## src/rtl/quaternion_to_axis_angle_macros.svh

```systemverilog
// Assertion macros shared by the quaternion to axis-angle RTL
`ifndef QUATERNION_TO_AXIS_ANGLE_MACROS_SVH
`define QUATERNION_TO_AXIS_ANGLE_MACROS_SVH
`ifndef SYNTHESIS
`define QAA_ASSERT(lbl, prop) \
  lbl: assert property (@(posedge clk_i) disable iff (!rst_ni) prop) \
    else $error("qaa assertion failed");
`define QAA_ASSERT_RST(lbl, prop) \
  lbl: assert property (@(posedge clk_i) prop) \
    else $error("qaa reset assertion failed");
`else
`define QAA_ASSERT(lbl, prop)
`define QAA_ASSERT_RST(lbl, prop)
`endif
`endif

```

## src/rtl/qaa_sqrt_cell.sv

```systemverilog
// One digit step of a restoring integer square root
module qaa_sqrt_cell #(
  parameter int unsigned RW = 32
) (
  input  logic            clk_i,
  input  logic            en_i,
  input  logic [RW+1:0]   rem_i,
  input  logic [RW-1:0]   root_i,
  input  logic [2*RW-1:0] rad_i,
  output logic [RW+1:0]   rem_o,
  output logic [RW-1:0]   root_o,
  output logic [2*RW-1:0] rad_o
);

  logic [RW+3:0] cand, trial, diff;
  logic          ge;
  logic [RW+1:0]   rem_d;
  logic [RW-1:0]   root_d;
  logic [2*RW-1:0] rad_d;
  logic [RW+1:0]   rem_q;
  logic [RW-1:0]   root_q;
  logic [2*RW-1:0] rad_q;

  always_comb begin
    cand   = {rem_i, rad_i[2*RW-1 -: 2]};
    trial  = {2'b00, root_i, 2'b01};
    ge     = (cand >= trial);
    diff   = cand - trial;
    rem_d  = ge ? diff[RW+1:0] : cand[RW+1:0];
    root_d = {root_i[RW-2:0], ge};
    rad_d  = {rad_i[2*RW-3:0], 2'b00};
  end

  always_ff @(posedge clk_i) begin
    if (en_i) begin
      rem_q  <= rem_d;
      root_q <= root_d;
      rad_q  <= rad_d;
    end
  end

  assign rem_o  = rem_q;
  assign root_o = root_q;
  assign rad_o  = rad_q;

endmodule

```

## config.mk

```make
export PLATFORM = sky130hd
export DESIGN_NAME = qaa_sqrt_cell
export DESIGN_NICKNAME = d
export VERILOG_FILES = /design/src/rtl/quaternion_to_axis_angle_macros.svh /design/src/rtl/qaa_sqrt_cell.sv
export SDC_FILE = /design/constraint.sdc
export NUM_CORES = 1
export LEC_CHECK = 0
export BUFFER_PORTS_ARGS = -buffer_cell sky130_fd_sc_hd__buf_2
export CAP_MARGIN = 15
export CORE_MARGIN = 3
export CORE_UTILIZATION = 40
export DETAILED_ROUTE_END_ITERATION = 12
export GPL_TIMING_DRIVEN = 0
export PLACE_DENSITY = 0.79
export RECOVER_POWER = 25
export SLEW_MARGIN = 25
export SYNTH_ARGS = -nofsm -noshare
export SYNTH_HDL_FRONTEND = slang
export SYNTH_SLANG_ARGS = --single-unit
```

## constraint.sdc

```tcl
create_clock -name clk_i -period 3 [get_ports clk_i]
set_clock_uncertainty 0.05 [all_clocks]
set_input_delay 0.3 -clock clk_i [delete_from_list [all_inputs] [get_ports clk_i]]
set_output_delay 0.3 -clock clk_i [all_outputs]
set_load 0.03 [all_outputs]
```

==> summary.txt <==
Status
  – Status: complete, but fails checks
  – Violations in the final reports: max-capacitance violations, max-slew violations

Clocking
  – Number of clock sinks seen by CTS: 128
  – Buffer count from post-CTS setup fixing: 0
  – Number of buffers on the longest clock path: 2
  – Clock transition at the registers of the reported paths: 70 ps
  – Num CTS Buffers: 17
  – Hold Buf Count CTS: 58
  – Post-cts resize count: 0
  – TritonCTS clock tree: done
  – Cell at the root of the clock tree: sky130_fd_sc_hd__clkbuf_16
  – H-tree level count: 4

Synth
  – Sequential-to-total area share from yosys stat: 60.9%
  – Top_reg_cell synth: sky130_fd_sc_hd__edfxtp_1
  – Synth Area per Inst: 12.5 µm²
  – Distinct cells, synth: 62
  – Number of standard cells after synthesis: 507
  – Cell area after synthesis: 6310 µm²
  – Share of synthesized area spent on multiplexers: 0.872%
  – Largest cells by area after synthesis: sky130_fd_sc_hd__edfxtp_1 61%, sky130_fd_sc_hd__ha_1 6.7%, sky130_fd_sc_hd__nand2_1 3.4%
  – Total number of yosys warnings: 0
  – Top-area cell type share of the netlist area: 60.9%
  – Synth Area in Compound Gates: 14.8%
  – Synth area leader: sky130_fd_sc_hd__edfxtp_1
  – Arithmetic-cell share of the synthesized area counting full adders, half adders and majority gates: 6.74%
  – Async set or reset register ratio after synthesis: 0%
  – Simple logic cell fraction of the synthesized area: 8.88%
  – Largest family of logic cells by synthesized area: compound AO/OA/AOI/OAI gates
  – Count of flip-flops with a built-in enable after synthesis: 128
  – Post-Synth XOR/XNOR Area: 3.74%
  – Synth Register Bits: 128

Power and ir drop
  – Switch share: 31.1%
  – Worst supply voltage drop on vdd: 0.376 mV
  – Post-route total power: 0.00565 W
  – Sequential group share of total power: 39.6%
  – Clock share of power: 37.2%
  – Power per standard cell area: 623 nW/µm²
  – Gate power share: 23.1%
  – Int Power: 0.00389 W
  – Switching power: 0.00176 W
  – Standby leakage power: 4.00 nW

Routing
  – Total DRC errors in the routed layout: 0
  – Pre-Repair DR Iteration Count: 5
  – Detail-routed net length per standard cell: 17.4 µm
  – Initial DRC Count: 416
  – Post-route ant nets: 0
  – Via count: 5350
  – DR vias/cell: 4.99
  – Wirelength, routed: 18.7 mm

Finish
  – Share of cells above drive strength 1: 35.3%
  – Net count of the finished layout: 1011
  – Number of fill cells in the layout: 1248
  – Finished Core Util: 59.2%
  – Layout area overhead: 43.7%
  – Cell area after layout: 9070 µm²

Min path
  – Worst hold path class: input pin to register
  – Destination of the worst hold path: rad_o[59]
  – Hold path cells: 1
  – Startpoint of the most critical hold path: rad_i[57]

Timing
  – Slew HR: -63.6%
  – Final setup violation count: 0
  – Crit path time final: 2730 ps
  – Hold WS: 26.7 ps
  – Transition time at the pin with the least slew margin: 2450 ps
  – Setup ws final: 273 ps
  – Setup repair after global routing missed its margin: false
  – Fmax: 367 MHz
  – Crit share post-route: 90.9%
  – Number of slew-limit violations in the final report: 51
  – Final Hold Vio Count: 0

Global route
  – Maximum number of pins on one net before global-route repair: 79
  – Number of antenna violations at the first check in global routing: 4
  – Overall Global Routing Usage: 21.1%
  – Via count of the first global-routing pass: 5378
  – Congestion Overflow GR: 0
  – First-pass GRT wire length: 28.6 mm

Worst setup path
  – Critical path class: input pin to register
  – Kind of launch point of the worst setup path: input pin
  – Arrival @ worst endpoint: 2820 ps
  – CP max FO: 10
  – WP data required: 3100 ps
  – Type of element capturing the critical path: register
  – Critical path origin: root_i[7]

Die
  – Initial core utilization: 41.2%
  – Chip height: 132 µm
  – Core Footprint: 15300 µm²
  – Die Wd: 132 µm
  – I/O pin cnt: 262
  – Placement Rows: 45
  – Die area: 17300 µm²

Placement
  – Detailed-placement wirelength estimate: 12.8 mm
  – Pre-CTS worst setup slack: -158 ps
  – Port Buf Inserts: 259
  – Final RePlAce weighted congestion: 0.895
  – Cell area after placement: 7920 µm²

Job
  – Max-capacitance violation count: 1
[per-layer routing]
metal	share of wire (%)	GRT usage [%]	vias up
met2	52	38.1	231
met1	39	23.4	2535
met5	0	0	-
met4	2.8	8.69	0
met3	6.3	5.78	31
li1	-	-	2553
[cell families after synthesis]
group,after synthesis
multiplexers,5
AND/OR/NAND/NOR,120
AO/OA/AOI/OAI,133
other,1
buffers and inverters,59
adder cells (fa/ha/maj),34
XOR/XNOR,27
flip-flops,128
[through the flow]
step	cells	setup TNS [ps]
after floorplan	508	0
after global placement	978	-1310
after detailed placement	979	-3720
after CTS	1069	0
after global routing	1073	0
final	1073	0
[cells in the mapped netlist (10+ instances only)]
cell	instances
sky130_fd_sc_hd__a21o_1	19
sky130_fd_sc_hd__a21oi_1	28
sky130_fd_sc_hd__edfxtp_1	128
sky130_fd_sc_hd__ha_1	34
sky130_fd_sc_hd__inv_1	42
sky130_fd_sc_hd__nand2_1	58
sky130_fd_sc_hd__nor2_1	18
sky130_fd_sc_hd__nor3_1	10
sky130_fd_sc_hd__o21ai_0	41
sky130_fd_sc_hd__xnor2_1	14
sky130_fd_sc_hd__xor2_1	13
[final cells by class]
class,instances,area [µm²],area share [%]
timing repair buffer,318,1890,20.8
clock inverter,15,170,1.88
clock buffer,17,425,4.69
tap,211,264,2.91
sequential,128,3840,42.4
antenna,4,10.0,0.110
multi-input combinational,321,2220,24.4
inverter,43,163,1.79
buffer,16,95.1,1.05
[flip-flops by register name, summed over array words and instances (netlist names)]
register and cells:
rad_o 62, root_o 32, rem_o 34
[power by group through the flow]
stage,logic [W],registers (W),clock network [W]
3_5_place_dp,0.00123,0.00227,0
2_1_floorplan,0.000440,0.00265,0
4_1_cts,0.00130,0.00223,0.00214
3_3_place_gp,0.00121,0.00227,0
5_1_grt,0.00139,0.00226,0.00222
6_report,0.00131,0.00224,0.00210
[critical path, cell delays in order]
cell	delay (ps)
sky130_fd_sc_hd__clkbuf_1	90
sky130_fd_sc_hd__inv_1	50
sky130_fd_sc_hd__ha_1	270
sky130_fd_sc_hd__buf_2	170
sky130_fd_sc_hd__a21o_1	220
sky130_fd_sc_hd__o41ai_2	330
sky130_fd_sc_hd__o211ai_1	330
sky130_fd_sc_hd__a211oi_1	320
sky130_fd_sc_hd__o21a_1	170
sky130_fd_sc_hd__buf_6	140
sky130_fd_sc_hd__buf_2	260
sky130_fd_sc_hd__o21ai_0	160
[layout by cell type, fill, tap and decap left out, drive strengths merged, types with 4 or more instances in the layout]
cell and n:
diode 4, inv 50, nand3 6, mux2i 4, a31oi 5, xnor2 14
nor2 18, nand2b 5, o31ai 5, xor2 13, nor3 10, ha 34
nand2 58, nand4 7, a21oi 28, and3 5, o21ai 46, dlygate4sd3 58
a21o 20, clkbuf 45, edfxtp 128, and2 5, buf 247
[worst max-delay path by stage]
| stage | slack (ps) | endpoint | cells after the start |
|---|---|---|---|
| 2_1_floorplan | 410 | rem_o[27] | 10 |
| 3_3_place_gp | -110 | rem_o[32] | 11 |
| 3_5_place_dp | -160 | rem_o[7] | 12 |
| 4_1_cts | 280 | rem_o[32] | 12 |
| 5_1_grt | 50 | rem_o[7] | 12 |
| 6_report | 270 | rem_o[32] | 12 |
(Power assumes the default switching activity.)
