## config.mk

```make
export PLATFORM = sky130hd
export DESIGN_NAME = qaa_cordic_cell
export DESIGN_NICKNAME = d
export VERILOG_FILES = /design/src/rtl/quaternion_to_axis_angle_macros.svh /design/src/rtl/qaa_pkg.sv /design/src/rtl/qaa_cordic_cell.sv
export SDC_FILE = /design/constraint.sdc
export NUM_CORES = 1
export LEC_CHECK = 0
export ABC_CLOCK_PERIOD_IN_PS = 4300
export BUFFER_PORTS_ARGS = -buffer_cell sky130_fd_sc_hd__buf_2
export CAP_MARGIN = 20
export CORE_ASPECT_RATIO = 1.4
export CORE_UTILIZATION = 52
export CTS_CLUSTER_SIZE = 40
export DETAILED_ROUTE_END_ITERATION = 10
export HOLD_SLACK_MARGIN = 0.06
export MAX_ROUTING_LAYER = met4
export PLACE_DENSITY = 0.79
export SYNTH_ARGS = -nofsm -noshare
export SYNTH_HDL_FRONTEND = slang
export SYNTH_SLANG_ARGS = --single-unit
```

## constraint.sdc

```tcl
create_clock -name clk_i -period 4.3 [get_ports clk_i]
set_clock_uncertainty 0.05 [all_clocks]
set_input_delay 0.86 -clock clk_i [delete_from_list [all_inputs] [get_ports clk_i]]
set_output_delay 0.86 -clock clk_i [all_outputs]
set_load 0.02 [all_outputs]
```

## src/rtl/quaternion_to_axis_angle_macros.svh

```systemverilog
// Assertion macros shared by the quaternion to axis-angle RTL
`ifndef QUATERNION_TO_AXIS_ANGLE_MACROS_SVH
`define QUATERNION_TO_AXIS_ANGLE_MACROS_SVH
`ifndef SYNTHESIS
`define QAA_ASSERT(lbl, prop) \
  lbl: assert property (@(posedge clk_i) disable iff (!rst_ni) prop) \
    else $error("qaa assertion failed");
`define QAA_ASSERT_RST(lbl, prop) \
  lbl: assert property (@(posedge clk_i) prop) \
    else $error("qaa reset assertion failed");
`else
`define QAA_ASSERT(lbl, prop)
`define QAA_ASSERT_RST(lbl, prop)
`endif
`endif

```

## src/rtl/qaa_pkg.sv

```systemverilog
// Shared constants and helper functions for the quaternion to axis-angle block
package qaa_pkg;

  localparam int unsigned CompBits      = 16;
  localparam int unsigned CordicDefault = 16;
  localparam int unsigned SqW           = 32;  // squared component, sum of squares
  localparam int unsigned RootW         = 32;  // root of sum of squares << 32
  localparam int unsigned WRootW        = 16;  // root of 1 - w*w
  localparam int unsigned DivNW         = 49;  // dividend / partial remainder
  localparam int unsigned DivDW         = 33;  // divisor 2*r
  localparam int unsigned DivQW         = 17;  // quotient bits
  localparam int unsigned AngW          = 34;  // CORDIC datapath, Q30

  localparam logic signed [AngW-1:0] PiHalfQ30 = 34'sd1686629713;
  localparam logic signed [AngW-1:0] PiQ30     = 34'sd3373259426;
  localparam logic [SqW-1:0]         OneSqQ30  = 32'h4000_0000;

  localparam logic [CompBits-1:0] AxisPosSat = 16'h7fff;
  localparam logic [CompBits-1:0] AxisNegSat = 16'h8000;

  // atan(2^-idx) in Q30, rounded down
  function automatic logic signed [AngW-1:0] atan_q30(input int unsigned idx);
    logic signed [AngW-1:0] v;
    case (idx)
      0: v = 34'sd843314856;
      1: v = 34'sd497837829;
      2: v = 34'sd263043836;
      3: v = 34'sd133525158;
      4: v = 34'sd67021686;
      5: v = 34'sd33543515;
      6: v = 34'sd16775850;
      7: v = 34'sd8388437;
      8: v = 34'sd4194282;
      9: v = 34'sd2097149;
      default: v = (idx <= 30) ? ((34'sd1 <<< (30 - idx)) - 34'sd1) : '0;
    endcase
    return v;
  endfunction

  function automatic logic [CompBits-1:0] mag16(input logic signed [CompBits-1:0] v);
    return v[CompBits-1] ? CompBits'(-v) : v;
  endfunction

  // saturate a rounded quotient to signed Q1.15
  function automatic logic [CompBits-1:0] sat_axis(input logic [DivQW-1:0] q,
                                                   input logic neg);
    logic [CompBits-1:0] r;
    if (neg) begin
      r = (q > 17'd32768) ? AxisNegSat : CompBits'(-q);
    end else begin
      r = (q > 17'd32767) ? AxisPosSat : q[CompBits-1:0];
    end
    return r;
  endfunction

endpackage

```

## src/rtl/qaa_cordic_cell.sv

```systemverilog
// One vectoring step of the arccos CORDIC
module qaa_cordic_cell #(
  parameter int unsigned IDX = 0
) (
  input  logic                                clk_i,
  input  logic                                en_i,
  input  logic signed [qaa_pkg::AngW-1:0]     cx_i,
  input  logic signed [qaa_pkg::AngW-1:0]     cy_i,
  input  logic signed [qaa_pkg::AngW-1:0]     z_i,
  output logic signed [qaa_pkg::AngW-1:0]     cx_o,
  output logic signed [qaa_pkg::AngW-1:0]     cy_o,
  output logic signed [qaa_pkg::AngW-1:0]     z_o
);

  logic signed [qaa_pkg::AngW-1:0] dx, dy, ang;
  logic signed [qaa_pkg::AngW-1:0] cx_q, cy_q, z_q;

  always_comb begin
    dx  = cy_i >>> IDX;
    dy  = cx_i >>> IDX;
    ang = qaa_pkg::atan_q30(IDX);
  end

  // rotate toward the x axis, steered by the sign of y
  always_ff @(posedge clk_i) begin
    if (en_i) begin
      if (!cy_i[qaa_pkg::AngW-1]) begin
        cx_q <= cx_i + dx;
        cy_q <= cy_i - dy;
        z_q  <= z_i + ang;
      end else begin
        cx_q <= cx_i - dx;
        cy_q <= cy_i + dy;
        z_q  <= z_i - ang;
      end
    end
  end

  assign cx_o = cx_q;
  assign cy_o = cy_q;
  assign z_o  = z_q;

endmodule

```

==> metrics.txt, run 1 <==
status completed; CTS tree done; CP Buf/Inv Count 3; slew margin rel. between 40% and 50%; Main synth FF type edfxtp_1; crit path launch cx_i[14]; crit end category flop; number of global-route vias before repair around 10000; Worst-path clk slew roughly 0.08 ns; Cell Pwr Density ~320 nW/um^2; total of max-cap violations 0; hpwl dp 25500 um; crit-path max cell delay 0.61 ns; RSZ-0062 raised after global routing false; GRT Total Usage between 30% and 40%; CP top delay family compound AO/OA/AOI/OAI gates; Final Hold Fails 0; Syn-to-layout area delta 16.8%; period utilization a little under 90%; initial antenna violation count 0; Setup crit end cy_o[31]; # hold bufs at CTS 0; hold_ws ~0.63 ns; CP required around 4.4 ns; clock buffer count from CTS 9; WP depth 13; CP arrival approximately 3.8 ns; Diodes inserted 0; # rows 60; cells after synthesis roughly 1200; full die area approximately 20000 um^2; CTS H-tree depth 3; Max Buffers Root-to-Sink 2; synth unique cells 69; Worst Hold Class input pin to flop; core area between 15000 and 20000 um^2; DRT iter0 DRCs about 1000; top cells by count, synth a21oi_1, ha_1, inv_1; Critical Path Source Type input pin; Max IR drop VDD 206 uV; die width roughly 120 um; critical path class input pin to flop; Fin Setup TNS 0 ns; Final min period ~3.8 ns; starting density of the core a little over half; clk sinks 101; total wire length roughly 32000 um; Final Max Slew Viols 0; PostCTS Resize Cnt 0; Final Setup Violations 0; Area contributors post-synth edfxtp_1, ha_1, a21oi_1, xnor2_1, o21ai_0; cell with the most instances after synthesis a21oi_1; largest net degree at the start of global routing between 40 and 50; Yosys top cell area share between 20% and 30%; Pleak 5.49 nW; synth warn 0; worst slew pin tran roughly 0.80 ns; DRC Markers 0; f_max approximately 270 MHz; setup bufs post-CTS 0; root buffer cell clkbuf_16; cell breakdown of the critical path buf_2, inv_1, ha_1, a21oi_1, o21ai_0, a2111oi_0, o22ai_1, a311oi_1, buf_4, a31o_2, nor2_1, o2bb2ai_1, xnor2_1; sequential element share of the synthesized area 29.3%; Routed Antenna Nets 0; DR WL/cell about 19 um; Synth Area per Inst approximately 8.5 um^2; synthesized area approximately 10000 um^2; area leader, netlist edfxtp_1; DR pass1 iterations 6; Avg Vias per Cell between 6 and 7; share of layout cells above drive strength 1 19.3%; ys async rst share 0%; CP max stage cell a2111oi_0; vias after detailed routing 10108; Synth Register Bits 101; # IOs just over 200; first-pass GRT wire length approximately 50000 um; worst-path maximum fanout 11; IO buf count 205; Die H about 170 um; syn nets around 1400; Final #Nets about 1700; Post-synth EDFFs ~100; aggregate global routing overflow 0; routability cong. between 1 and 1.5
-- worst min-delay path by stage --
stage	to	slack, ns	start	depth (start not counted)
2_1_floorplan	z_o[0]	0.91	z_i[0]	0
3_3_place_gp	z_o[1]	0.99	z_i[1]	1
3_5_place_dp	z_o[1]	1.00	z_i[1]	1
4_1_cts	z_o[1]	0.63	z_i[1]	1
5_1_grt	z_o[2]	0.62	z_i[2]	1
6_report	z_o[0]	0.63	z_i[0]	1
-- registers in the layout (all words and copies together), names as in the netlist --
register	cells
z_o	34
cx_o	34
cy_o	33
-- logic make-up after synthesis --
logic type      synth area share (%)
simple gates                    14.0
flops                           29.3
fa+ha+maj                       16.4
compound gates                  25.0
xor+xnor                        7.78
buf+inv                         5.83
mux                             1.75
-- stage by stage --
stage / area, um^2 / instances / utilization [%] / setup slack [ns] / power (mW)
after floorplan: 10400 / 1211 / - / 0.183 / 2.45
after detailed placement: 11800 / 1654 / 60.9 / 0.188 / 3.01
final: 12100 / 1670 / 62.4 / 0.535 / 3.89
after CTS: 12100 / 1670 / 62.4 / 0.552 / 3.88
after global routing: 12100 / 1670 / 62.4 / 0.281 / 4.08
after global placement: 11800 / 1654 / 60.9 / 0.142 / 2.99
-- where the power goes --
group	internal, mW	total [mW]	switching [mW]
clock	0.456	0.876	0.420
sequential	1.31	1.35	0.0456
combinational	0.612	1.66	1.05
total	2.37	3.89	1.51
-- layout make-up --
cell class | count | area, um^2
Clock buffer | 9 | 225
Clock inverter | 7 | 73.8
Fill cell | 1775 | 7280
Inverter | 109 | 409
Multi-Input combinational cell | 952 | 6720
Sequential cell | 101 | 3030
Tap cell | 248 | 310
Timing Repair Buffer | 244 | 1320
-- routing by layer --
metal,wire [um],vias to the layer above,track usage (%)
met5,0,-,-
met4,1600,0,16.9
met3,2130,105,4.01
met2,15900,531,55.7
met1,12300,4668,36.4
li1,-,4804,-
-- layout by cell type, fill, tap and decap left out, types with 18 or more instances in the layout --
master | Yosys | layout
nand2_1 | 69 | 69
ha_1 | 129 | 129
xor2_1 | 18 | 18
o21ai_0 | 89 | 89
buf_2 | 5 | 204
xnor2_1 | 74 | 74
a21o_1 | 34 | 34
inv_1 | 102 | 102
o21bai_1 | 21 | 21
nor3_1 | 25 | 25
a21oi_1 | 131 | 131
edfxtp_1 | 101 | 101
nor2_1 | 98 | 98
buf_4 | 1 | 40
No activity file was read; power rests on OpenSTA's default activity.
==> run 2, diff against run 1 <==
--- a/config.mk
+++ b/config.mk
@@ -5,16 +5,16 @@
 export SDC_FILE = /design/constraint.sdc
 export NUM_CORES = 1
 export LEC_CHECK = 0
-export ABC_CLOCK_PERIOD_IN_PS = 4300
+export ABC_CLOCK_PERIOD_IN_PS = 4670
 export BUFFER_PORTS_ARGS = -buffer_cell sky130_fd_sc_hd__buf_2
 export CAP_MARGIN = 20
 export CORE_ASPECT_RATIO = 1.4
-export CORE_UTILIZATION = 52
+export CORE_UTILIZATION = 54
 export CTS_CLUSTER_SIZE = 40
 export DETAILED_ROUTE_END_ITERATION = 10
 export HOLD_SLACK_MARGIN = 0.06
 export MAX_ROUTING_LAYER = met4
-export PLACE_DENSITY = 0.79
+export PLACE_DENSITY = 0.78
 export SYNTH_ARGS = -nofsm -noshare
 export SYNTH_HDL_FRONTEND = slang
 export SYNTH_SLANG_ARGS = --single-unit
==> constraint.sdc (replaced) <==
create_clock -name clk_i -period 4.67 [get_ports clk_i]
set_clock_uncertainty 0.05 [all_clocks]
set_input_delay 0.934 -clock clk_i [delete_from_list [all_inputs] [get_ports clk_i]]
set_output_delay 0.934 -clock clk_i [all_outputs]
set_load 0.02 [all_outputs]
==> metrics.txt, run 2 (synthesis results as in run 1) <==
clk sinks 101 (unchanged); Routed Antenna Nets 0 (unchanged); DR pass1 iterations 5 (-1); core area 18700 um^2 (-3.6%); Die H 166 um (-1.8%); Max Buffers Root-to-Sink 2 (unchanged); Final #Nets 1649 (-0.30%); fillers 1650 (-7.0%); Worst-path clk slew 0.08 ns (about the same); Avg Vias per Cell 5.96 (-1.5%); slew margin rel. 40.9% (-5.6 points); # rows 59 (-1.7%); # IOs 206 (unchanged); vias after detailed routing 9904 (-2.0%); worst-path maximum fanout 3 (-8); CP max stage cell fa_1; CP top delay family compound AO/OA/AOI/OAI gates; DR WL/cell 18.8 um (-1.9%); critical path class input pin to flop; DRT iter0 DRCs 685 (-31%); crit-path max cell delay 0.41 ns (-0.20 ns); CTS tree done; CP arrival 4.04 ns (+0.22 ns); most frequent cells in the layout buf_2, a21oi_1, ha_1; root buffer cell clkbuf_16; GRT Total Usage 32.8% (+0.40 points); Final Setup Violations 0 (unchanged); Final Hold Fails 0 (unchanged); CP required 4.74 ns (+0.38 ns); Final Max Slew Viols 0 (unchanged); commonest non-fill, non-tap cell in the layout buf_2; f_max approximately 250 MHz; die width 119 um (-1.8%); Worst Hold Class input pin to flop; PostCTS Resize Cnt 0 (unchanged); cell breakdown of the critical path buf_2, ha_1, fa_1, nor2b_1, o21ai_0, nand4_1, and4b_1, nor3_1, o221ai_1, a2111oi_0, o22ai_1, xnor2_1; period utilization 85.0%; CTS H-tree depth 3 (unchanged); setup bufs post-CTS 0 (unchanged); full die area 19700 um^2 (-3.7%); Max IR drop VDD 172 uV (-16%); Diodes inserted 0 (unchanged); clock buffer count from CTS 9 (unchanged); # hold bufs at CTS 0 (unchanged); share of layout cells above drive strength 1 19.0% (-0.36 points); routability cong. 0.984 (-2.0%); total wire length 31200 um (-2.5%); Final min period between 3 and 4 ns; starting density of the core 55.4% (+2.0 points); IO buf count 205 (unchanged); Critical Path Source Type input pin; number of global-route vias before repair 9699 (-2.7%); first-pass GRT wire length 49600 um (-1.1%); Placed Cells incl. Taps 1645 (-0.54%); hold path start z_i[0]; Fin Setup TNS 0 ns (unchanged); largest net degree at the start of global routing 67 (+46%); DRC Markers 0 (unchanged); status completed; total of max-cap violations 0 (unchanged); Min-Delay Path Depth 1 (unchanged); Cell Pwr Density 294 nW/um^2 (-8.6%); crit end category flop; worst slew pin tran 0.887 ns (+0.0911 ns); Syn-to-layout area delta 16.3%; Pleak 5.47 nW (-0.38%); RSZ-0062 raised after global routing false; non-filler cells, final 1661 (-0.54%); hpwl dp 25200 um (-1.4%); initial antenna violation count 0 (unchanged); aggregate global routing overflow 0 (unchanged); CP Buf/Inv Count 1 (-2); Hold Crit Endpoint z_o[0]
-- run 2: final cells by class --
class / instances / area, um^2 / share of cell area (%)
inverter: 109 / 409 / 3.40
clock buffer: 10 / 229 / 1.90
multi-input combinational: 952 / 6720 / 55.8
clock inverter: 6 / 61.3 / 0.509
sequential: 101 / 3030 / 25.2
timing repair buffer: 239 / 1280 / 10.7
tap: 244 / 305 / 2.54
-- run 2: where the power goes --
group | internal (mW) | switching, mW
Clock | 0.417 | 0.366
Sequential | 1.20 | 0.0420
Combinational | 0.557 | 0.954
-- run 2: metrics by stage --
stage / cell area (um^2) / setup WS, ns / power (mW) / hold WS (ns) / util (%)
floorplan: 10400 / 0.143 / 2.26 / 0.983 / -
global placement: 11700 / 0.389 / 2.74 / 1.06 / 62.9
detailed placement: 11700 / 0.356 / 2.76 / 1.06 / 62.9
CTS: 12000 / 0.727 / 3.54 / 0.692 / 64.4
global route: 12000 / 0.491 / 3.73 / 0.689 / 64.4
finish: 12000 / 0.699 / 3.54 / 0.701 / 64.4
-- run 2: layer usage --
layer / part of all wire (%) / vias up / wire length, um / global-route usage, %
li1: - / 4799 / - / -
met1: 39 / 4623 / 12100 / 36.4
met2: 51 / 410 / 16000 / 57.6
met3: 5.8 / 72 / 1820 / 4.64
met4: 4.0 / 0 / 1240 / 14.7
met5: 0 / - / 0 / -
-- run 2: worst max-delay path by stage --
stage                  start  endpoint  slack, ns  cells past startpoint
floorplan           cy_i[33]   z_o[32]       0.14                     14
global placement     cx_i[0]  cy_o[26]       0.39                     12
detailed placement   cx_i[0]  cy_o[26]       0.36                     12
CTS                  cx_i[0]  cy_o[26]       0.73                     12
global route         cx_i[0]  cy_o[26]       0.49                     12
finish               cx_i[0]  cy_o[26]       0.70                     12
