--- config.mk ---
export PLATFORM = sky130hd
export DESIGN_NAME = qaa_div_cell
export DESIGN_NICKNAME = d
export VERILOG_FILES = /design/src/rtl/quaternion_to_axis_angle_macros.svh /design/src/rtl/qaa_div_cell.sv
export SDC_FILE = /design/constraint.sdc
export NUM_CORES = 1
export LEC_CHECK = 0
export BUFFER_PORTS_ARGS = -buffer_cell sky130_fd_sc_hd__buf_2
export CAP_MARGIN = 20
export CORE_MARGIN = 3
export CORE_UTILIZATION = 40
export DETAILED_ROUTE_END_ITERATION = 10
export PLACE_DENSITY = 0.74
export SETUP_SLACK_MARGIN = 0.05
export SLEW_MARGIN = 40
export SYNTH_ARGS = -nofsm -noshare
export SYNTH_HDL_FRONTEND = slang
export SYNTH_SLANG_ARGS = --single-unit
export TNS_END_PERCENT = 5
--- constraint.sdc ---
create_clock -name clk_i -period 4 [get_ports clk_i]
set_input_delay 0.8 -clock clk_i [delete_from_list [all_inputs] [get_ports clk_i]]
set_output_delay 0.8 -clock clk_i [all_outputs]
set_load 0.02 [all_outputs]
--- src/rtl/quaternion_to_axis_angle_macros.svh ---
// Assertion macros shared by the quaternion to axis-angle RTL
`ifndef QUATERNION_TO_AXIS_ANGLE_MACROS_SVH
`define QUATERNION_TO_AXIS_ANGLE_MACROS_SVH
`ifndef SYNTHESIS
`define QAA_ASSERT(lbl, prop) \
  lbl: assert property (@(posedge clk_i) disable iff (!rst_ni) prop) \
    else $error("qaa assertion failed");
`define QAA_ASSERT_RST(lbl, prop) \
  lbl: assert property (@(posedge clk_i) prop) \
    else $error("qaa reset assertion failed");
`else
`define QAA_ASSERT(lbl, prop)
`define QAA_ASSERT_RST(lbl, prop)
`endif
`endif

--- src/rtl/qaa_div_cell.sv ---
// One quotient bit of a restoring divider
module qaa_div_cell #(
  parameter int unsigned NW = 49,
  parameter int unsigned DW = 33,
  parameter int unsigned QW = 17,
  parameter int unsigned SH = 0
) (
  input  logic          clk_i,
  input  logic          en_i,
  input  logic [NW-1:0] rem_i,
  input  logic [DW-1:0] den_i,
  input  logic [QW-1:0] quo_i,
  output logic [NW-1:0] rem_o,
  output logic [DW-1:0] den_o,
  output logic [QW-1:0] quo_o
);

  logic [NW-1:0] dsh;
  logic          ge;
  logic [NW-1:0] rem_q;
  logic [DW-1:0] den_q;
  logic [QW-1:0] quo_q;

  always_comb begin
    dsh = NW'(den_i) << SH;
    ge  = (rem_i >= dsh);
  end

  always_ff @(posedge clk_i) begin
    if (en_i) begin
      rem_q <= ge ? (rem_i - dsh) : rem_i;
      den_q <= den_i;
      quo_q <= {quo_i[QW-2:0], ge};
    end
  end

  assign rem_o = rem_q;
  assign den_o = den_q;
  assign quo_o = quo_q;

endmodule

==> summary.txt, run 1 <==
Place
  – Routability cong.: 0.852
  – DPL Wire Length: 12,100 um
  – Port bufs: 198

Synthesis
  – XOR/XNOR Fraction of Synth Area: 6.38%
  – Main combinational cell family by area after synthesis: simple AND/OR/NAND/NOR gates
  – Post-synth top flop: edfxtp_1
  – Register area share after synthesis: 49.2%
  – Simple-gate share of the synthesized area: 17.4%
  – Mean Syn Cell Area: 10.2 sq um
  – Synth area leaders: edfxtp_1 (49%), ha_1 (6.8%), a21oi_1 (5.9%)
  – Post-synth cell types: 57
  – Post-synthesis mux area share: 0.931%
  – Post-synth top area share: 49.2%
  – Compound-Gate Fraction of Synth Area: 14.3%
  – Synth Instances: 594
  – Share of flip-flops with an asynchronous set or reset: 0%
  – Register bit count reported by yosys: 99
  – Number of enable flip-flop cells after synthesis: 99
  – Cell Area, Synth: 6040 sq um
  – Top cell type by total area after synthesis: edfxtp_1
  – Mapped Nets: 729
  – Synth warn: 0
  – Post-Synth Adder-Cell Area: 7.16%

Clock tree
  – Clock Path Buffers: 2
  – Setup bufs post-CTS: 0
  – Worst-path clk slew: 70 ps
  – CTS tree: built
  – Num CTS Buffers: 9
  – CTS Sinks: 99
  – Htree depth: 3
  – Resized cells post-CTS: 0
  – CTS root buf: clkbuf_16
  – CTS Hold Bufs: 0

Global route
  – Met1 usage: 24.8%
  – GRT Total Usage: 18.6%
  – Initial antenna violation count: 0
  – Largest net degree at the start of global routing: 100
  – Met2 GRT Util: 29.8%
  – Vias in the first global route: 4,841
  – GR peak layer: met2
  – First-pass GRT wire length: 24,300 um
  – M3 GR Usage: 4.28%
  – Total gr overflow: 0

Cells and area
  – Ant diodes: 0
  – Layout fillers: 1,370
  – Final layout net count: 923
  – Fraction of final layout cells with drive strength greater than 1: 30.9%
  – Area Overhead vs Synth: 24.7%

Pwr
  – Switching pwr: 925 uW
  – Clock share of power: 28.0%
  – Int Power: 2.01 mW
  – Power Total: 2.94 mW
  – P_leak: 3.24 nW
  – Net Sw Frac: 31.5%
  – Share of power burned in registers: 44.6%
  – Combinational power share: 27.4%
  – Maximum vdd drop: 188 uV
  – Pwr dens: 390 nW/um^2

Timing
  – Final Hold Viols: 0
  – Setup TNS: 0 ps
  – Min cycle time layout: 3390 ps
  – Period utilization: 84.9%
  – RSZ-0062 raised after global routing: no
  – Slew @ Worst Pin: 732 ps
  – Max Freq: 295 MHz
  – Slew Limit Fails: 0
  – Final setup viols: 0
  – Slew HR: 50.7%

Status
  – Status: finished, final reports clean

Worst hold path
  – Hold Path Class: primary input to flop
  – Cells on Worst Hold Path: 1
  – Hold Path Sink: quo_o[6]
  – Hold_sp: quo_i[5]

Worst setup path
  – Critical Path AT: 3620 ps
  – WP data required: 4230 ps
  – Critical path endpoint category: flop
  – Crit-path max FO: 4
  – Critical path type: primary input to flop
  – CP Launch Type: primary input

Die
  – Starting density of the core: 41.3%
  – I/O pin cnt: 200
  – Chip width: 129 um
  – Core area: 14,600 sq um
  – Std cell rows: 44
  – Die Ht: 129 um
  – Die area: 16,600 sq um

Job
  – Max cap viols: 0

Drt
  – DRC: 0
  – Drt total wl: 15,600 um
  – DR vias: 5,065
  – Vias per std cell: 5.18
  – 1st-pass router iterations: 5
  – Initial drt markers: 297
  – WL/cell: 16.0 um
  – Antenna Nets Post-Route: 0
## synthesized netlist by cell type, types with 2 or more instances
cell / count
a21oi_1: 71
nand3_1: 17
nor4b_2: 2
and4_1: 6
or3_1: 5
o31ai_1: 2
clkbuf_1: 3
xnor2_1: 28
a31o_2: 3
nor2b_1: 6
edfxtp_1: 99
mux2_1: 3
nand2_1: 41
o21a_1: 6
nand4_1: 20
nand2b_1: 9
nor3b_2: 2
inv_1: 39
nor3_1: 8
o21ai_1: 4
nor4_1: 6
xor2_1: 16
or2_2: 5
o41ai_1: 2
o211ai_1: 7
and3_1: 5
a21o_1: 8
buf_2: 20
o21bai_1: 6
nor2_1: 60
o21ai_0: 23
ha_1: 33
a31oi_1: 3
mux2_2: 2
nand4b_1: 2
## worst max-delay path: stages
cell and delay (ps):
buf_2 90, inv_1 50, ha_1 230, fa_1 410, nand2b_1 190, a21oi_1 190
o211ai_1 190, nor2b_1 210, o21ai_0 610, a2111oi_0 230, o31ai_1 280, o21a_1 150
## how the worst max path moves through the flow
stage	start	endpoint	slack, ps	cells past startpoint
6_report	rem_i[0]	rem_o[20]	610	12
4_1_cts	rem_i[0]	rem_o[20]	720	12
3_5_place_dp	rem_i[0]	rem_o[20]	370	12
2_1_floorplan	rem_i[0]	rem_o[42]	990	11
5_1_grt	rem_i[0]	rem_o[20]	510	12
3_3_place_gp	rem_i[0]	rem_o[26]	460	12
## power groups by stage
stage               Sequential, mW  Combinational, mW  Clock, mW
global route                  1.32              0.887      0.879
floorplan                     1.49              0.362          0
CTS                           1.31              0.811      0.851
global placement              1.33              0.800          0
finish                        1.31              0.807      0.823
detailed placement            1.33              0.806          0
## metrics by stage
stage | hold slack (ps) | setup WS (ps) | cells | utilization (%) | cell area, sq um
6_report | 618 | 606 | 977 | 51.5 | 7540
5_1_grt | 609 | 510 | 977 | 51.5 | 7540
4_1_cts | 606 | 724 | 977 | 51.5 | 7540
3_5_place_dp | 979 | 372 | 961 | 49.6 | 7260
3_3_place_gp | 977 | 462 | 961 | 49.6 | 7260
2_1_floorplan | 899 | 992 | 594 | - | 6040
## layout by cell type, fill, tap and decap left out, types with 3 or more instances in the layout
cell type / count
a21o_1: 8
a21oi_1: 71
a31o_2: 3
a31oi_1: 3
and3_1: 5
and4_1: 6
buf_12: 3
buf_2: 197
buf_4: 8
clkbuf_16: 9
edfxtp_1: 99
ha_1: 33
inv_1: 39
mux2_1: 3
nand2_1: 41
nand2b_1: 9
nand3_1: 17
nand4_1: 20
nor2_1: 60
nor2b_1: 6
nor3_1: 8
nor4_1: 6
o211ai_1: 7
o21a_1: 6
o21ai_0: 23
o21ai_1: 4
o21bai_1: 6
or2_2: 5
or3_1: 5
xnor2_1: 28
xor2_1: 16
## layer usage
layer	vias up	share of wire [%]	routed length (um)
li1	2559	-	-
met4	0	1.6	242
met5	-	0	0
met3	17	7.0	1090
met1	2319	44	6910
met2	170	47	7350
## cells by family (layout without fill, tap and decap cells)
kind of cell             after synthesis  after routing
AND/OR/NAND/NOR                      203            203
adder cells (fa/ha/maj)               34             34
flip-flops                            99             99
buffers and inverters                 64            263
multiplexers                           5              5
AO/OA/AOI/OAI                        145            145
XOR/XNOR                              44             44
## area by class of cell
class	count	area, sq um	area share (%)
Sequential cell	99	2970	39.4
Multi-Input combinational cell	431	2800	37.2
Timing Repair Buffer	208	1110	14.7
Tap cell	184	230	3.05
Clock buffer	9	225	2.99
Inverter	39	146	1.94
Clock inverter	7	52.6	0.697
## sequential cells by signal, indices dropped and copies added, names as in the netlist
signal	cells
quo_o	17
rem_o	49
den_o	33
No activity file was read; power rests on OpenSTA's default activity.
==> run 2, diff against run 1 <==
--- a/config.mk
+++ b/config.mk
@@ -5,6 +5,7 @@
 export SDC_FILE = /design/constraint.sdc
 export NUM_CORES = 1
 export LEC_CHECK = 0
+export ABC_AREA = 1
 export BUFFER_PORTS_ARGS = -buffer_cell sky130_fd_sc_hd__buf_2
 export CAP_MARGIN = 20
 export CORE_MARGIN = 3
==> constraint.sdc (replaced) <==
create_clock -name clk_i -period 3.03 [get_ports clk_i]
set_input_delay 0.606 -clock clk_i [delete_from_list [all_inputs] [get_ports clk_i]]
set_output_delay 0.606 -clock clk_i [all_outputs]
set_load 0.02 [all_outputs]
==> run 2 against run 1 <==
  * Synthesized cell count rose by 84%
  * Global-route usage rose by 3.1 points
  * Sequential power rose by 31%
  * Non-clock buffer count increased by 7
  * Final area up 23%
  * Highest routed layer is now met5
==> summary.txt, run 2 <==
Status
  – Status: finished, final reports clean (unchanged)

Die
  – Chip width: 144 um (was 129 um)
  – Std cell rows: 49 (was 44)
  – Die area: 20,700 sq um (was 16,600 sq um)
  – Die Ht: 144 um (was 129 um)
  – I/O pin cnt: 200 (unchanged)
  – Starting density of the core: 41.5% (was 41.3%)
  – Core area: 18,300 sq um (was 14,600 sq um)

Drt
  – Top Layer Used: met5 (was met4)
  – Initial drt markers: 523 (was 297)
  – WL met2: 10,100 um (was 7350 um)
  – Met3 routed WL: 1220 um (was 1090 um)
  – Antenna Nets Post-Route: 0 (unchanged)
  – 1st-pass router iterations: 6 (was 5)
  – WL/cell: 14.5 um (was 16.0 um)
  – Vias per std cell: 4.67 (was 5.18)
  – Met1 wire length: 10,700 um (was 6910 um)
  – Drt total wl: 22,400 um (was 15,600 um)
  – DR vias: 7,218 (was 5,065)
  – DRC: 0 (unchanged)

Cells and area
  – Fin util: 50.4% (was 51.5%)
  – Most frequent cells in the layout: nand2_1 (432), inv_1 (241), buf_2 (197) (was buf_2 (197), edfxtp_1 (99), a21oi_1 (71))
  – Max reg flops: 49 (unchanged)
  – Final layout net count: 1,446 (was 923)
  – Layout fillers: 1,864 (was 1,370)
  – Ant diodes: 0 (unchanged)
  – Commonest non-fill, non-tap cell in the layout: nand2_1 (was buf_2)
  – Fraction of final layout cells with drive strength greater than 1: 21.8% (was 30.9%)
  – Area Overhead vs Synth: 21.5% (was 24.7%)
  – Finished Cell Area: 9250 sq um (was 7540 sq um)

Timing
  – Slew Limit Fails: 0 (unchanged)
  – Period utilization: 81.6%
  – Final Hold Viols: 0 (unchanged)
  – Final setup viols: 0 (unchanged)
  – Setup TNS: 0 ps (unchanged)
  – Min cycle time layout: 2470 ps
  – Max Freq: 404 MHz
  – Slew HR: 63.8% (was 50.7%)
  – Slew @ Worst Pin: 543 ps (was 732 ps)
  – RSZ-0062 raised after global routing: no (unchanged)

Synthesis
  – Synth area leaders: edfxtp_1 (39%), nand2_1 (21%), inv_1 (12%) (was edfxtp_1 (49%), ha_1 (6.8%), a21oi_1 (5.9%))
  – Share of flip-flops with an asynchronous set or reset: 0% (unchanged)
  – Number of enable flip-flop cells after synthesis: 99 (unchanged)
  – Post-synth top flop: edfxtp_1 (unchanged)
  – Synth Instances: 1,094 (was 594)
  – Post-synth cell types: 32 (was 57)
  – Commonest cells in the synthesized netlist: nand2_1 (432), inv_1 (241), edfxtp_1 (99), nor2_1 (80), nand3_1 (52) (was edfxtp_1 (99), a21oi_1 (71), nor2_1 (60), nand2_1 (41), inv_1 (39))
  – Post-synth top area share: 39.1% (was 49.2%)
  – Register area share after synthesis: 39.1% (was 49.2%)
  – Most numerous cell in the Yosys netlist: nand2_1 (was edfxtp_1)
  – Mapped Nets: 1,229 (was 729)
  – Cell Area, Synth: 7610 sq um (was 6040 sq um)
  – Top cell type by total area after synthesis: edfxtp_1 (unchanged)
  – Register bit count reported by yosys: 99 (unchanged)
  – Mean Syn Cell Area: 6.96 sq um (was 10.2 sq um)
  – Synth warn: 0 (unchanged)

Pwr
  – Net Sw Frac: 34.6% (was 31.5%)
  – Maximum vdd drop: 256 uV (was 188 uV)
  – Clock share of power: 28.3% (was 28.0%)
  – Pwr dens: 442 nW/um^2 (was 390 nW/um^2)
  – Combinational power share: 29.8% (was 27.4%)
  – Share of power burned in registers: 41.9% (was 44.6%)
  – P_leak: 5.08 nW (was 3.24 nW)
  – Int Power: 2.67 mW (was 2.01 mW)
  – Power Total: 4.09 mW (was 2.94 mW)
  – Switching pwr: 1.42 mW (was 925 uW)

Worst setup path
  – CP cell instances: buf_2 -> inv_1 -> ha_1 -> fa_1 -> inv_1 -> nand3_1 -> nand3_1 -> nand2_1 -> nand2_1 -> nand2_1 -> nand3b_1 -> xor2_1 -> nand2_1 -> nand2_1 (was buf_2 -> inv_1 -> ha_1 -> fa_1 -> nand2b_1 -> a21oi_1 -> o211ai_1 -> nor2b_1 -> o21ai_0 -> a2111oi_0 -> o31ai_1 -> o21a_1)
  – Cell family with most CP delay: simple AND/OR/NAND/NOR gates (was compound AO/OA/AOI/OAI gates)
  – Crit-path max FO: 4 (unchanged)
  – Critical path endpoint category: flop (unchanged)
  – Most used cell, CP: nand2_1
  – Critical Path AT: 2590 ps (was 3620 ps)
  – Critical path type: primary input to flop (unchanged)
  – Origin of the worst setup path: rem_i[0] (unchanged)
  – Buf/Inv on CP: 3 (was 2)
  – CP Launch Type: primary input (unchanged)
  – WP data required: 3140 ps (was 4230 ps)
  – Slowest stage delay, CP: 420 ps (was 610 ps)
  – Crit-path slowest cell: fa_1 (was o21ai_0)

Global route
  – Total gr overflow: 0 (unchanged)
  – Vias in the first global route: 6,874 (was 4,841)
  – Largest net degree at the start of global routing: 61 (was 100)
  – Initial antenna violation count: 1 (was 0)
  – GRT Total Usage: 21.7% (was 18.6%)
  – First-pass GRT wire length: 34,800 um (was 24,300 um)

Clock tree
  – CTS Sinks: 99 (unchanged)
  – Worst-path clk slew: 80 ps (was 70 ps)
  – Resized cells post-CTS: 0 (unchanged)
  – Htree depth: 3 (unchanged)
  – CTS root buf: clkbuf_16 (unchanged)
  – Clock Path Buffers: 2 (unchanged)
  – CTS tree: built (unchanged)
  – Setup bufs post-CTS: 0 (unchanged)
  – Num CTS Buffers: 9 (unchanged)
  – CTS Hold Bufs: 0 (unchanged)

Worst hold path
  – Hold_sp: quo_i[0] (was quo_i[5])
  – Hold Path Class: primary input to flop (unchanged)

Place
  – Routability cong.: 0.927 (was 0.852)
  – Placed cell areas: 8950 sq um (was 7260 sq um)
  – Port bufs: 198 (unchanged)
  – DPL Wire Length: 18,700 um (was 12,100 um)

Job
  – Max cap viols: 0 (unchanged)
==> run 2: changes by cell type after synthesis, moves of 19 or more <==
cell	before	now
nand2_1	41	432
nand3_1	17	52
a21oi_1	71	30
nor2_1	60	80
buf_2	20	1
inv_1	39	241
nand2_2	0	23
xnor2_1	28	1
==> run 2: worst paths after layout <==
path	end	depth (start not counted)
worst min-delay path	quo_o[1]	1
worst max-delay path	rem_o[24]	14
==> run 2: final cells by class <==
type / count / area, sq um / share of cell area (%)
multi-input cells: 740 / 3610 / 39.0
flip-flops and latches: 99 / 2970 / 32.1
repair buffers: 215 / 1160 / 12.5
inverters: 246 / 926 / 10.0
well taps: 229 / 287 / 3.10
clock buffers: 9 / 225 / 2.44
clock inverters: 7 / 72.6 / 0.785
==> run 2: logic make-up after synthesis <==
logic type	Yosys count	synth area share, %
and+or+nand+nor	649	36.9
AOI/OAI and AO/OA	37	2.51
buffers and inverters	255	13.6
DFF	99	39.1
adders and majority gates	34	5.69
xor gates and xnor gates	20	2.30
==> run 2: metrics by stage <==
stage               hold WS (ps)  setup slack [ps]  cells
detailed placement           784               222   1529
finish                       412               558   1545
global route                 399               398   1545
floorplan                    705               673   1094
CTS                          404               587   1545
global placement             783               257   1529
==> run 2: routing by layer <==
metal / vias up / global-route usage (%)
li1: 3774 / -
met1: 3222 / 30.8
met2: 195 / 34.7
met3: 25 / 3.33
met4: 2 / 5.60
met5: - / 0
==> run 2: power groups by stage <==
stage | Combinational (mW) | Clock [mW] | Sequential [mW]
global route | 1.35 | 1.23 | 1.73
finish | 1.22 | 1.16 | 1.71
CTS | 1.22 | 1.18 | 1.72
floorplan | 0.579 | 0 | 1.95
global placement | 1.21 | 0 | 1.74
detailed placement | 1.22 | 0 | 1.75
==> run 3, diff against run 2 <==
--- a/config.mk
+++ b/config.mk
@@ -11,7 +11,7 @@
 export CORE_MARGIN = 3
 export CORE_UTILIZATION = 40
 export DETAILED_ROUTE_END_ITERATION = 10
-export PLACE_DENSITY = 0.74
+export PLACE_DENSITY = 0.71
 export SETUP_SLACK_MARGIN = 0.05
 export SLEW_MARGIN = 40
 export SYNTH_ARGS = -nofsm -noshare
==> constraint.sdc (replaced) <==
create_clock -name clk_i -period 2.3 [get_ports clk_i]
set_input_delay 0.46 -clock clk_i [delete_from_list [all_inputs] [get_ports clk_i]]
set_output_delay 0.46 -clock clk_i [all_outputs]
set_load 0.02 [all_outputs]
==> run 3 against run 2 <==
  * Flip-flop and latch count unchanged
  * Sequential share of layout area decreased by 2.9 points
  * Count of clock-buffer cells in the layout unchanged
  * Global-route usage increased by 0.87 points
  * Die area unchanged
  * Total power increased by 38%
  * Final area increased by 10%
  * Sequential power increased by 32%
  * Largest power group unchanged
  * Highest routed layer is now met4
==> summary.txt, run 3 (same netlist as run 2, synthesis figures left out) <==
Worst setup path
  – CP Launch Type: primary input (unchanged)
  – Critical path type: primary input to flop (unchanged)
  – Critical Path AT: 2320 ps (was 2590 ps)
  – Critical path endpoint category: flop (unchanged)
  – CP cell instances: buf_2 -> inv_1 -> ha_1 -> nand2_2 -> nor2_2 -> nand2_1 -> nor2_1 -> nand2_2 -> o21ai_2 -> nor2_2 -> nand2_4 -> inv_4 -> buf_12 -> a21oi_1 (was buf_2 -> inv_1 -> ha_1 -> fa_1 -> inv_1 -> nand3_1 -> nand3_1 -> nand2_1 -> nand2_1 -> nand2_1 -> nand3b_1 -> xor2_1 -> nand2_1 -> nand2_1)
  – WP data required: 2470 ps (was 3140 ps)
  – Buf/Inv on CP: 4 (was 3)
  – Crit-path max FO: 14 (was 4)
  – Slowest stage delay, CP: 350 ps (was 420 ps)
  – Crit-path slowest cell: ha_1 (was fa_1)
  – Cell family with most CP delay: simple AND/OR/NAND/NOR gates (unchanged)

Drt
  – Drt total wl: 23,500 um (was 22,400 um)
  – DR vias: 7,577 (was 7,218)
  – Initial drt markers: 541 (was 523)
  – Vias per std cell: 4.56 (was 4.67)
  – Antenna Nets Post-Route: 0 (unchanged)
  – 1st-pass router iterations: 5 (was 6)
  – WL/cell: 14.1 um (was 14.5 um)
  – DRC: 0 (unchanged)

Pwr
  – Pwr dens: 554 nW/um^2 (was 442 nW/um^2)
  – Maximum vdd drop: 337 uV (was 256 uV)
  – Share of power burned in registers: 40.1% (was 41.9%)
  – Int Power: 3.70 mW (was 2.67 mW)
  – Combinational power share: 32.6% (was 29.8%)
  – Clock share of power: 27.3% (was 28.3%)
  – Net Sw Frac: 34.3% (was 34.6%)
  – Switching pwr: 1.93 mW (was 1.42 mW)
  – Power Total: 5.64 mW (was 4.09 mW)
  – P_leak: 5.66 nW (was 5.08 nW)

Global route
  – Initial antenna violation count: 0 (was 1)
  – Largest net degree at the start of global routing: 59 (was 61)
  – Vias in the first global route: 7,031 (was 6,874)
  – GRT Total Usage: 22.5% (was 21.7%)
  – First-pass GRT wire length: 36,000 um (was 34,800 um)
  – Total gr overflow: 0 (unchanged)

Cells and area
  – Area Overhead vs Synth: 33.7% (was 21.5%)
  – Final layout net count: 1,562 (was 1,446)
  – Max reg flops: 49 (unchanged)
  – Most frequent cells in the layout: nand2_1 (429), inv_1 (241), buf_2 (197) (was nand2_1 (432), inv_1 (241), buf_2 (197))
  – Fraction of final layout cells with drive strength greater than 1: 29.0% (was 21.8%)
  – Commonest non-fill, non-tap cell in the layout: nand2_1 (unchanged)
  – Ant diodes: 0 (unchanged)

Timing
  – Period utilization: 93.4%
  – Final Hold Viols: 0 (unchanged)
  – Slew Limit Fails: 0 (unchanged)
  – Setup TNS: 0 ps (unchanged)
  – Min cycle time layout: 2150 ps
  – Fin worst setup slack: 152 ps (was 558 ps)
  – Slew @ Worst Pin: 556 ps (was 543 ps)
  – WHS: 270 ps (was 412 ps)
  – Final setup viols: 0 (unchanged)
  – RSZ-0062 raised after global routing: yes (was no)
  – Max Freq: 466 MHz
  – Slew HR: 63.0% (was 63.8%)

Job
  – Max cap viols: 0 (unchanged)

Die
  – Core area: 18,300 sq um (unchanged)
  – Starting density of the core: 41.5% (unchanged)
  – I/O pin cnt: 200 (unchanged)
  – Die area: 20,700 sq um (unchanged)
  – Die Ht: 144 um (unchanged)
  – Chip width: 144 um (unchanged)
  – Std cell rows: 49 (unchanged)

Place
  – DPL Wire Length: 19,600 um (was 18,700 um)
  – Routability cong.: 0.959 (was 0.927)
  – Pre-CTS setup slack: -262 ps (was 222 ps)
  – Port bufs: 198 (unchanged)

Clock tree
  – Num CTS Buffers: 9 (unchanged)
  – Setup bufs post-CTS: 0 (unchanged)
  – Htree depth: 3 (unchanged)
  – CTS Sinks: 99 (unchanged)
  – Worst-path clk slew: 80 ps (about the same)
  – CTS Hold Bufs: 0 (unchanged)
  – Clock Path Buffers: 2 (unchanged)
  – CTS tree: built (unchanged)
  – CTS root buf: clkbuf_16 (unchanged)

Worst hold path
  – Hold Path Class: primary input to flop (unchanged)

Status
  – Status: finished, final reports clean (unchanged)
-- run 3: timing repair --
action                     in CTS  in global routing
hold endpoints to repair        0                  0
resized for setup               0                 14
setup endpoints to repair       0                 40
-- run 3: stage by stage --
step | util (%) | instances | cell area [sq um]
2_1_floorplan | - | 1094 | 7610
3_3_place_gp | 53.7 | 1645 | 9850
3_5_place_dp | 53.7 | 1645 | 9850
4_1_cts | 55.3 | 1661 | 10100
5_1_grt | 55.5 | 1661 | 10200
6_report | 55.5 | 1661 | 10200
-- run 3: cell type report --
type	instances	area (sq um)
Fill cell	1816	8150
Clock buffer	9	225
Clock inverter	7	67.6
Sequential cell	99	2970
Inverter	246	926
Timing Repair Buffer	331	2060
Tap cell	229	287
Multi-Input combinational cell	740	3640
-- run 3: worst paths after layout --
path / cells past startpoint / startpoint / slack, ps / endpoint
worst min-delay path: 1 / quo_i[15] / 270 / quo_o[16]
worst max-delay path: 14 / den_i[15] / 150 / rem_o[37]
-- run 3: power groups by stage --
stage,clock network (mW),registers (mW),logic [mW]
finish,1.54,2.26,1.84
global placement,0,2.30,1.81
global route,1.64,2.28,2.03
CTS,1.57,2.26,1.83
floorplan,0,2.56,0.763
detailed placement,0,2.30,1.82
-- run 3: metal layers --
| layer | track usage [%] | wire (um) | vias up |
|---|---|---|---|
| li1 | - | - | 4007 |
| met1 | 32.4 | 11300 | 3355 |
| met2 | 36.9 | 10700 | 198 |
| met3 | 2.90 | 1280 | 17 |
| met4 | 3.96 | 224 | 0 |
| met5 | 0 | 0 | - |
